[config.mk]
export PLATFORM = sky130hd
export DESIGN_NAME = binary_dense_neuron_bn_sign
export DESIGN_NICKNAME = d
export VERILOG_FILES = /design/src/hw/rtl/bdn_pkg.sv /design/src/hw/rtl/binary_dense_neuron_bn_sign.sv /design/src/hw/rtl/bdn_ctrl.sv /design/src/hw/rtl/bdn_datapath.sv
export SDC_FILE = /design/constraint.sdc
export NUM_CORES = 2
export LEC_CHECK = 0
export ABC_AREA = 1
export BUFFER_PORTS_ARGS = -buffer_cell sky130_fd_sc_hd__buf_2
export CORE_MARGIN = 10
export CORE_UTILIZATION = 35
export CTS_BUF_LIST = sky130_fd_sc_hd__clkbuf_4 sky130_fd_sc_hd__clkbuf_8
export CTS_CLUSTER_DIAMETER = 150
export DETAILED_ROUTE_END_ITERATION = 6
export PLACE_DENSITY_LB_ADDON = 0.12
export SKIP_CTS_REPAIR_TIMING = 1
export SYNTH_ARGS = -nofsm -noshare
export SYNTH_HDL_FRONTEND = slang
export SYNTH_HIERARCHICAL = 1
export SYNTH_SLANG_ARGS = --single-unit
[constraint.sdc]
create_clock -name clk -period 17 [get_ports clk]
set_input_delay 2.55 -clock clk [delete_from_list [all_inputs] [get_ports clk]]
set_output_delay 2.55 -clock clk [all_outputs]
set_load 0.005 [all_outputs]
[src/hw/rtl/bdn_pkg.sv]
`timescale 1ns / 1ps

package bdn_pkg;

  // Default depth of the input vector per neuron
  localparam int MAX_INPUTS_DEF = 8192;

  // Lane count of the packed words; items never use more than 32 lanes
  localparam int LANES = 32;
  localparam int LANE_LIMIT = (LANES < 32) ? LANES : 32;

  // Signed 32-bit clamp bounds, held wide so any narrower signed value compares cleanly
  localparam logic signed [63:0] S32_MAX = 64'sh0000_0000_7FFF_FFFF;
  localparam logic signed [63:0] S32_MIN = 64'shFFFF_FFFF_8000_0000;

  // Configuration register indexes
  localparam logic REG_BINARIZE = 1'b0;

  // Commands from the controller to the datapath
  typedef struct packed {
    logic acc_step;   // accumulate the accepted beat
    logic take_last;  // beat closes the vector: latch work values, clear accumulator
    logic step_x;     // x = sat(acc * 2^16 + bias)
    logic step_d;     // d = sat(x - mean)
    logic mul_en;     // load the shared product register
    logic mul_sel;    // 0: d * inv_std, 1: p * gamma
    logic step_p;     // p = sat(floor(prod / 2^16))
    logic step_q;     // q = sat(floor(prod / 2^16))
    logic load_out;   // y = sat(q + beta) into the output register
  } cmd_t;

endpackage

[src/hw/rtl/binary_dense_neuron_bn_sign.sv]
`timescale 1ns / 1ps

// One neuron of a binarized dense layer. Each input beat carries up to 32 packed
// activation and weight sign bits; matching lanes add +1 and differing lanes -1 to a
// saturating accumulator, one beat per cycle while idle. The beat marked last adds the bias and
// runs batch normalization in Q16.16 through a shared 32x32 multiplier, stepping from
// acceptance of that beat to the result (x, d, two multiply/shift pairs, then the
// final add); the input is not ready during that pass, so the next beat is taken only once
// the pass ends, later while an earlier result still waits to be taken. One
// result beat comes out per vector, carrying the normalized value, its sign (forced to 0
// when binarize_enable is clear) and a flag that any clamp acted. A finished result waits
// in an output register while the next vector streams in. binarize_enable sits at byte
// address 0.

module binary_dense_neuron_bn_sign
  import bdn_pkg::*;
#(
  parameter int MAX_INPUTS = MAX_INPUTS_DEF
) (
  input  logic               clk,
  input  logic               rst,
  // configuration port
  input  logic               psel,
  input  logic               penable,
  input  logic               pwrite,
  input  logic [2:0]         paddr,
  input  logic [31:0]        pwdata,
  output logic [31:0]        prdata,
  output logic               pready,
  // input channel
  input  logic               in_valid,
  output logic               in_ready,
  input  logic [31:0]        act_bits,
  input  logic [31:0]        weight_bits,
  input  logic [5:0]         lane_count,
  input  logic               last,
  input  logic signed [31:0] bias,
  input  logic signed [31:0] mean,
  input  logic signed [31:0] inv_std,
  input  logic signed [31:0] gamma,
  input  logic signed [31:0] beta,
  // output channel
  output logic               out_valid,
  input  logic               out_ready,
  output logic signed [31:0] norm_value,
  output logic               sign_out,
  output logic               saturated
);

  logic binarize_enable;
  cmd_t cmd;

  // configuration register
  assign pready = 1'b1;
  assign prdata = (paddr[2] == REG_BINARIZE) ? {31'b0, binarize_enable} : 32'b0;

  always_ff @(posedge clk) begin
    if (rst) begin
      binarize_enable <= 1'b1;
    end else if (psel && penable && pwrite && pready && (paddr[2] == REG_BINARIZE)) begin
      binarize_enable <= pwdata[0];
    end
  end

  bdn_ctrl u_ctrl (
    .clk       (clk),
    .rst       (rst),
    .in_valid  (in_valid),
    .last      (last),
    .out_ready (out_ready),
    .in_ready  (in_ready),
    .out_valid (out_valid),
    .cmd       (cmd)
  );

  bdn_datapath #(
    .MAX_INPUTS (MAX_INPUTS)
  ) u_datapath (
    .clk             (clk),
    .rst             (rst),
    .cmd             (cmd),
    .binarize_enable (binarize_enable),
    .act_bits        (act_bits),
    .weight_bits     (weight_bits),
    .lane_count      (lane_count),
    .bias            (bias),
    .mean            (mean),
    .inv_std         (inv_std),
    .gamma           (gamma),
    .beta            (beta),
    .norm_value      (norm_value),
    .sign_out        (sign_out),
    .saturated       (saturated)
  );

endmodule

[src/hw/rtl/bdn_ctrl.sv]
`timescale 1ns / 1ps

module bdn_ctrl
  import bdn_pkg::*;
(
  input  logic clk,
  input  logic rst,
  input  logic in_valid,
  input  logic last,
  input  logic out_ready,
  output logic in_ready,
  output logic out_valid,
  output cmd_t cmd
);

  localparam logic [2:0] S_IDLE = 3'd0;
  localparam logic [2:0] S_X    = 3'd1;
  localparam logic [2:0] S_D    = 3'd2;
  localparam logic [2:0] S_M1   = 3'd3;
  localparam logic [2:0] S_P    = 3'd4;
  localparam logic [2:0] S_M2   = 3'd5;
  localparam logic [2:0] S_Q    = 3'd6;
  localparam logic [2:0] S_Y    = 3'd7;

  logic [2:0] state;
  logic [2:0] state_next;
  logic       accept;
  logic       out_free;

  assign in_ready = (state == S_IDLE) && !rst;
  assign accept   = in_valid && in_ready;
  // output slot is free when empty or being drained this cycle
  assign out_free = !out_valid || out_ready;

  // next state and commands
  always_comb begin
    state_next = state;
    cmd = '0;
    case (state)
      S_IDLE: begin
        cmd.acc_step  = accept;
        cmd.take_last = accept && last;
        if (accept && last) begin
          state_next = S_X;
        end
      end
      S_X: begin
        cmd.step_x = 1'b1;
        state_next = S_D;
      end
      S_D: begin
        cmd.step_d = 1'b1;
        state_next = S_M1;
      end
      S_M1: begin
        cmd.mul_en  = 1'b1;
        cmd.mul_sel = 1'b0;
        state_next  = S_P;
      end
      S_P: begin
        cmd.step_p = 1'b1;
        state_next = S_M2;
      end
      S_M2: begin
        cmd.mul_en  = 1'b1;
        cmd.mul_sel = 1'b1;
        state_next  = S_Q;
      end
      S_Q: begin
        cmd.step_q = 1'b1;
        state_next = S_Y;
      end
      S_Y: begin
        if (out_free) begin
          cmd.load_out = 1'b1;
          state_next   = S_IDLE;
        end
      end
      default: begin
        state_next = S_IDLE;
      end
    endcase
  end

  // state and output valid flag
  always_ff @(posedge clk) begin
    if (rst) begin
      state     <= S_IDLE;
      out_valid <= 1'b0;
    end else begin
      state <= state_next;
      if (cmd.load_out) begin
        out_valid <= 1'b1;
      end else if (out_ready) begin
        out_valid <= 1'b0;
      end
    end
  end

endmodule

[src/hw/rtl/bdn_datapath.sv]
`timescale 1ns / 1ps

module bdn_datapath
  import bdn_pkg::*;
#(
  parameter int MAX_INPUTS = MAX_INPUTS_DEF
) (
  input  logic               clk,
  input  logic               rst,
  input  cmd_t               cmd,
  input  logic               binarize_enable,
  input  logic [31:0]        act_bits,
  input  logic [31:0]        weight_bits,
  input  logic [5:0]         lane_count,
  input  logic signed [31:0] bias,
  input  logic signed [31:0] mean,
  input  logic signed [31:0] inv_std,
  input  logic signed [31:0] gamma,
  input  logic signed [31:0] beta,
  output logic signed [31:0] norm_value,
  output logic               sign_out,
  output logic               saturated
);

  // accumulator spans -2*MAX_INPUTS .. 2*MAX_INPUTS-1
  localparam int ACC_W  = $clog2(2 * MAX_INPUTS) + 1;
  localparam int ACC_W1 = ACC_W + 1;
  localparam int XW     = (ACC_W + 17 > 34) ? ACC_W + 17 : 34;
  localparam logic signed [ACC_W:0] ACC_HI = ACC_W1'(2 * MAX_INPUTS - 1);
  localparam logic signed [ACC_W:0] ACC_LO = ACC_W1'(-2 * MAX_INPUTS);

  logic signed [ACC_W-1:0] acc;
  logic                    sat_sticky;

  // work registers for the normalization pass
  logic signed [ACC_W-1:0] acc_work;
  logic                    sat_work;
  logic signed [31:0]      bias_r;
  logic signed [31:0]      mean_r;
  logic signed [31:0]      inv_std_r;
  logic signed [31:0]      gamma_r;
  logic signed [31:0]      beta_r;
  logic signed [31:0]      x_r;
  logic signed [31:0]      d_r;
  logic signed [31:0]      p_r;
  logic signed [31:0]      q_r;
  logic signed [63:0]      prod;

  // lane match count
  logic [5:0]             n_eff;
  logic [31:0]            lane_mask;
  logic [5:0]             agree_cnt;
  logic signed [7:0]      delta;
  logic signed [ACC_W:0]  acc_sum;
  logic signed [ACC_W-1:0] acc_next;
  logic                   acc_sat;

  always_comb begin
    n_eff = (lane_count > 6'(LANE_LIMIT)) ? 6'(LANE_LIMIT) : lane_count;
    for (int i = 0; i < 32; i++) begin
      lane_mask[i] = (6'(i) < n_eff);
    end
    agree_cnt = 6'($countones(~(act_bits ^ weight_bits) & lane_mask));
    delta   = $signed({1'b0, agree_cnt, 1'b0}) - $signed({2'b00, n_eff});
    acc_sum = ACC_W1'(acc) + ACC_W1'(delta);
    acc_sat = 1'b0;
    if (acc_sum > ACC_HI) begin
      acc_next = ACC_HI[ACC_W-1:0];
      acc_sat  = 1'b1;
    end else if (acc_sum < ACC_LO) begin
      acc_next = ACC_LO[ACC_W-1:0];
      acc_sat  = 1'b1;
    end else begin
      acc_next = acc_sum[ACC_W-1:0];
    end
  end

  // accumulator and sticky flag; cleared once a vector closes
  always_ff @(posedge clk) begin
    if (rst) begin
      acc        <= '0;
      sat_sticky <= 1'b0;
    end else if (cmd.take_last) begin
      acc        <= '0;
      sat_sticky <= 1'b0;
    end else if (cmd.acc_step) begin
      acc        <= acc_next;
      sat_sticky <= sat_sticky | acc_sat;
    end
  end

  // normalization step values
  logic signed [XW-1:0]  x_full;
  logic signed [33:0]    d_full;
  logic signed [47:0]    prod_sh;
  logic signed [33:0]    y_full;
  logic signed [31:0]    x_val;
  logic signed [31:0]    d_val;
  logic signed [31:0]    s_val;
  logic signed [31:0]    y_val;
  logic                  x_sat;
  logic                  d_sat;
  logic                  s_sat;
  logic                  y_sat;
  logic signed [31:0]    mul_a;
  logic signed [31:0]    mul_b;

  always_comb begin
    x_full = (XW'(acc_work) <<< 16) + XW'(bias_r);
    x_sat  = (x_full > S32_MAX) || (x_full < S32_MIN);
    x_val  = (x_full > S32_MAX) ? S32_MAX[31:0] :
             (x_full < S32_MIN) ? S32_MIN[31:0] : x_full[31:0];

    d_full = 34'(x_r) - 34'(mean_r);
    d_sat  = (d_full > S32_MAX) || (d_full < S32_MIN);
    d_val  = (d_full > S32_MAX) ? S32_MAX[31:0] :
             (d_full < S32_MIN) ? S32_MIN[31:0] : d_full[31:0];

    // arithmetic shift is floor division by 2^16
    prod_sh = prod[63:16];
    s_sat   = (prod_sh > S32_MAX) || (prod_sh < S32_MIN);
    s_val   = (prod_sh > S32_MAX) ? S32_MAX[31:0] :
              (prod_sh < S32_MIN) ? S32_MIN[31:0] : prod_sh[31:0];

    y_full = 34'(q_r) + 34'(beta_r);
    y_sat  = (y_full > S32_MAX) || (y_full < S32_MIN);
    y_val  = (y_full > S32_MAX) ? S32_MAX[31:0] :
             (y_full < S32_MIN) ? S32_MIN[31:0] : y_full[31:0];

    // one shared multiplier
    mul_a = cmd.mul_sel ? p_r : d_r;
    mul_b = cmd.mul_sel ? gamma_r : inv_std_r;
  end

  // work pipeline registers
  always_ff @(posedge clk) begin
    if (cmd.take_last) begin
      acc_work  <= acc_next;
      bias_r    <= bias;
      mean_r    <= mean;
      inv_std_r <= inv_std;
      gamma_r   <= gamma;
      beta_r    <= beta;
    end
    if (cmd.step_x) begin
      x_r <= x_val;
    end
    if (cmd.step_d) begin
      d_r <= d_val;
    end
    if (cmd.mul_en) begin
      prod <= 64'(mul_a) * 64'(mul_b);
    end
    if (cmd.step_p) begin
      p_r <= s_val;
    end
    if (cmd.step_q) begin
      q_r <= s_val;
    end
    if (cmd.load_out) begin
      norm_value <= y_val;
      sign_out   <= binarize_enable && !y_val[31];
      saturated  <= sat_work | y_sat;
    end
  end

  // saturation seen anywhere in this vector's pass
  always_ff @(posedge clk) begin
    if (cmd.take_last) begin
      sat_work <= sat_sticky | acc_sat;
    end else if (cmd.step_x) begin
      sat_work <= sat_work | x_sat;
    end else if (cmd.step_d) begin
      sat_work <= sat_work | d_sat;
    end else if (cmd.step_p || cmd.step_q) begin
      sat_work <= sat_work | s_sat;
    end
  end

endmodule
Word level (Yosys, flattened, before mapping) --
Cells that the tools add are included.
Storage, ports and cells: word-level logic and storage cells 171, ROM bits 0, memory bits (writable) 0, latch bits 0, input port bits 273, memories kept 0, flip-flop bits (word level) 423
Operators by class: mux-type cells 31, shift operators 0, add/subtract/negate cells 36, order comparisons 43, bitwise logic cells 9, reduce and logical (&&, ||, !) cells 21, equality and inequality tests 9, divide/modulo/power cells 0, $mul 1
Operators by type and width (number):
- 2-to-1 mux 32 bit | 8
- > comparator 33 x 32 -> 1 bit (second input constant) | 3
- less-than comparator 33 x 32 -> 1 bit (second input constant) | 3
- less-than comparator 5 x 6 -> 1 bit (first input constant) | 16
- adder 6 bit | 15
- multiplier 32 x 32 -> 64 bit | 1
- > comparator 48 x 32 -> 1 bit (second input constant) | 1
- less-than comparator 4 x 6 -> 1 bit (first input constant) | 8
- less-than comparator 48 x 32 -> 1 bit (second input constant) | 1
- adder 31 x 32 -> 33 bit | 1
- adder 32 x 32 -> 33 bit | 1
- subtractor 32 x 32 -> 33 bit | 1
- adder 1 x 1 -> 2 bit | 16
- bitwise AND 32 bit | 1
- inverter 32 bit | 1
- XOR 32 bit | 1
- 2-to-1 mux 15 bit | 2
- less-than comparator 3 x 6 -> 1 bit (first input constant) | 4
- one-hot mux 3 bit (8 select lines) | 1
- adder 15 x 8 -> 16 bit | 1
- > comparator 16 x 15 -> 1 bit (second input constant) | 1
- less-than comparator 16 x 15 -> 1 bit (second input constant) | 1
- 2-to-1 mux 1 bit | 15
- equality test 3 bit (second input constant) | 4
- other kinds (22) | 43

Longest topological paths before layout --
depth in word-level cells 16, mapped depth 45, mapped depth without buffers 44

By module --
The synthesis kept the hierarchy.
By module, submodules not included:
- bdn_datapath | seq. area each 11911.4 µm², instances 1, cells an instance 6462, area each 57946.8 µm²
- binary_dense_neuron_bn_sign | seq. area each 20.0 µm², instances 1, cells an instance 46, area each 314.1 µm²
- bdn_ctrl | seq. area each 80.1 µm², instances 1, cells an instance 39, area each 291.5 µm²

Least setup slack after synthesis --
No wires, ideal clock.
kind input port to flip-flop, start input port in_valid, end register u_datapath.acc[12], path buffers 1, arrival 13479 ps, setup slack 3405 ps, cell stages on the path 8, required time 16885 ps, cells stage by stage inv_1 > nor4_2 > nor2_1 > inv_1 > clkbuf_1 > nor2_1 > o21ai_0 > inv_1
RTL lines:
- start: declaration | line binary_dense_neuron_bn_sign.sv:31 | input logic in_valid,
- end signal: assignment | line bdn_datapath.sv:87 | acc <= acc_next;
- end: declaration | line bdn_datapath.sv:32 | logic signed [ACC_W-1:0] acc;

==> results.md <==
| Parameter | Reported | Unit |
|:---|:---|:---|
| Skew final | 0.0959 | ns |
| Clock latency on the worst-skew pair | 0.78 | ns |
| Reg-to-Reg Start | u_ctrl/state[2] | - |
| I/O Buffers | 276 | - |
| Critical path class | reg -> reg | - |
| Total setup violations reported at the end of the flow | 0 | - |
| Cell taking the most area after synthesis | sky130_fd_sc_hd__fa_1 | - |
| Sink count of the clock tree | 407 | - |
| Syn-to-layout area delta | 9.34 | % |
| Number of standard cells in the layout, taps in and fillers out | 9,064 | - |
| Avg Cell Area, Syn | 8.94 | µm² |
| Critical path required time | 17.54 | ns |
| Buffers & Inverters on Critical Path | 8 | - |
| Run status | completed | - |
| H-tree levels | 3 | - |
| CTS tree | done | - |
| Utilization after layout | 38.4 | % |
| Placed cells | 8,934 | - |
| Die X-Extent | 429 | µm |
| Class of the most critical hold timing path | reg -> reg | - |
| Final setup TNS | 0 | ns |
| Number of vias in the routed layout | 42,800 | - |
| Gate count of the mapped netlist | 6,547 | - |
| Routed Antenna Nets | 0 | - |
| First-pass GRT wire length | 285,000 | µm |
| Effective utilization at floorplan | 35.1 | % |
| Nature of the critical path startpoint | flop | - |
| Pin slew with the least headroom to its limit | 1.20 | ns |
| Placed cell area | 62,600 | µm² |
| Max-slew headroom | 19.8 | % |
| Initial antenna violation count | 5 | - |
| Maximum fanout count along the critical path | 104 | - |
| Crit path from | u_ctrl/state[2] | - |
| Most numerous cell in the Yosys netlist | sky130_fd_sc_hd__inv_1 | - |
| Achievable frequency | 93.9 | MHz |
| Synthesis warning total | 6 | - |
| Pins Over Slew Limit | 0 | - |
| Starting DRC count in detailed routing | 2,832 | - |
| Cell repeated most along the worst path | sky130_fd_sc_hd__fa_1 | - |
| Max Buffers Root-to-Sink | 3 | - |
| Crit-path max cell delay | 1.02 | ns |
| RePlAce Congestion | 0.913 | - |
| Final Routed Wirelength | 186,000 | µm |
| Netlist area before placement | 58,600 | µm² |
| Flip-flop and latch count after synthesis | 407 | - |
| Register clock-pin slew on the reported worst setup and hold paths | 0.07 | ns |
| Vias in the first global route | 46,000 | - |
| Synth top area share | 38.0 | % |
| Unrepaired setup endpoints after global routing | no | - |
| R2R depth | 30 | - |
| Total congestion overflow | 0 | - |
| Pin count of the biggest net entering global routing | 105 | - |
| Portion of the post-synthesis area used by sequential elements | 20.5 | % |
| Area of the core | 167,000 | µm² |
| Number of max-cap violations | 0 | - |
| Post-synth ARST share | 0 | % |
| Ratio of cells with drive above 1 in the final layout | 9.69 | % |
| Post-synth EDFFs | 386 | - |
| Period utilization | 62.7 | % |
| Critical Path Sink Type | flop | - |
| Iteration count of the initial detailed-routing pass | 5 | - |
| Final hold violation count | 0 | - |
| Leading register cell type out of synthesis | sky130_fd_sc_hd__edfxtp_1 | - |
| Global-route usage over all layers | 20.3 | % |
| Family with the most delay on the worst path | adder cells | - |
| Most frequent cells after synthesis | sky130_fd_sc_hd__inv_1, sky130_fd_sc_hd__nand2_1, sky130_fd_sc_hd__fa_1, sky130_fd_sc_hd__nor2_1, sky130_fd_sc_hd__edfxtp_1 | - |
| Via count normalized by instance count | 4.72 | - |
| Period minus WS final | 10.65 | ns |
| Setup slack, reg-to-reg | 6.35 | ns |
| Io pins | 342 | - |
| Stages on worst setup path | 30 | - |
| Number of buffers created by CTS | 72 | - |
| CP arrival | 11.20 | ns |
| Master cell of the clock root buffer | sky130_fd_sc_hd__clkbuf_8 | - |
| Library cell contributing the largest single delay on the critical path | sky130_fd_sc_hd__inv_1 | - |
| Detailed Place HPWL | 156,000 | µm |
| Number of stages on the worst hold path | 2 | - |
| Number of unique standard cell types used by synthesis | 61 | - |
| Dominant cells by area after synthesis | sky130_fd_sc_hd__fa_1, sky130_fd_sc_hd__edfxtp_1, sky130_fd_sc_hd__inv_1 | - |
| DRC Markers | 0 | - |
| Final Net Count | 8,475 | - |
| Die area | 184,000 | µm² |
| Final standard cell area without fillers | 64,000 | µm² |
| Die height | 429 | µm |
| Hold wc startpoint | binarize_enable | - |
| Routed WL per cell | 20.5 | µm |
| Number of placement rows | 150 | - |
==> sequential cells by signal, summed over array words and instances, names as in the netlist <==
| name | cells |
|---|---|
| u_datapath/mean_r | 32 |
| binarize_enable | 1 |
| u_datapath/acc_work | 15 |
| u_datapath/saturated | 1 |
| u_ctrl/state | 3 |
| u_datapath/p_r | 32 |
| u_datapath/gamma_r | 32 |
| u_datapath/sat_sticky | 1 |
| u_datapath/prod | 48 |
| u_datapath/sign_out | 1 |
| u_datapath/sat_work | 1 |
| u_datapath/norm_value | 32 |
| u_datapath/acc | 15 |
| u_datapath/bias_r | 32 |
| u_datapath/d_r | 32 |
| u_datapath/beta_r | 32 |
| u_datapath/inv_std_r | 32 |
| u_ctrl/out_valid | 1 |
| u_datapath/x_r | 32 |
| u_datapath/q_r | 32 |
==> metal layers <==
layer / vias to the layer above / GRT usage [%] / part of all wire, %
met5: - / 0 / 0.0048
met4: 2 / 6.38 / 3.5
met2: 977 / 33.6 / 47
met1: 21700 / 26.9 / 44
met3: 194 / 3.67 / 5.4
li1: 19900 / - / -
==> layout make-up <==
| cell class | count | area, µm² |
|---|---|---|
| antenna | 6 | 15.0 |
| clock buffer | 90 | 1130 |
| clock inverter | 34 | 302 |
| fill | 17400 | 103000 |
| inverter | 1628 | 6110 |
| multi-input combinational | 4311 | 39500 |
| sequential | 407 | 12000 |
| tap | 2204 | 2760 |
| timing repair buffer | 384 | 2200 |
==> through the flow <==
step / setup slack (ns) / hold slack, ns
after floorplan: 3.41 / 0.449
after global placement: 5.58 / 0.476
after detailed placement: 5.54 / 0.478
after CTS: 6.39 / 0.492
after global routing: 5.81 / 0.520
final: 6.35 / 0.484
==> tightest hold or removal path, delay by kind of cell, from the launching register on <==
kind / cells / cell delay (ns)
flops: 1 / 0.34
simple gates: 2 / 0.11
==> logic make-up after synthesis <==
kind of cell    count (synthesis)  synth area share [%]
flops                         407                  20.5
other cells                     2                0.0128
fa+ha+maj                    1398                  44.1
xor+xnor                      163                  2.45
simple gates                 2143                  14.6
mux                             1                0.0171
compound gates                574                  5.86
buf+inv                      1859                  12.5
==> worst paths after layout <==
path	endpoint
max	u_datapath/prod[61]
min	binarize_enable
max reg2reg	u_datapath/prod[61]
min reg2reg	binarize_enable
==> cells in the final DEF (no fill, tap or decap), drive strengths merged, types with 15 or more instances in the layout <==
| cell type | synthesis | routed |
|---|---|---|
| o21bai | 22 | 22 |
| o21ai | 255 | 255 |
| edfxtp | 386 | 386 |
| conb | 2 | 32 |
| a21o | 28 | 28 |
| dfxtp | 21 | 21 |
| nand4 | 16 | 16 |
| clkinv | 13 | 39 |
| nand3 | 115 | 115 |
| buf | 134 | 384 |
| nor4 | 15 | 15 |
| fa | 1110 | 1110 |
| nor2 | 514 | 514 |
| inv | 1615 | 1618 |
| ha | 288 | 288 |
| nor3 | 28 | 28 |
| xor2 | 69 | 69 |
| nand2 | 1440 | 1440 |
| xnor2 | 94 | 94 |
| clkbuf | 97 | 90 |
| a21oi | 206 | 206 |
Power is left out: the tool's default activity adds up to more than one toggle a clock period on the data nets, which glitch-free logic cannot reach.
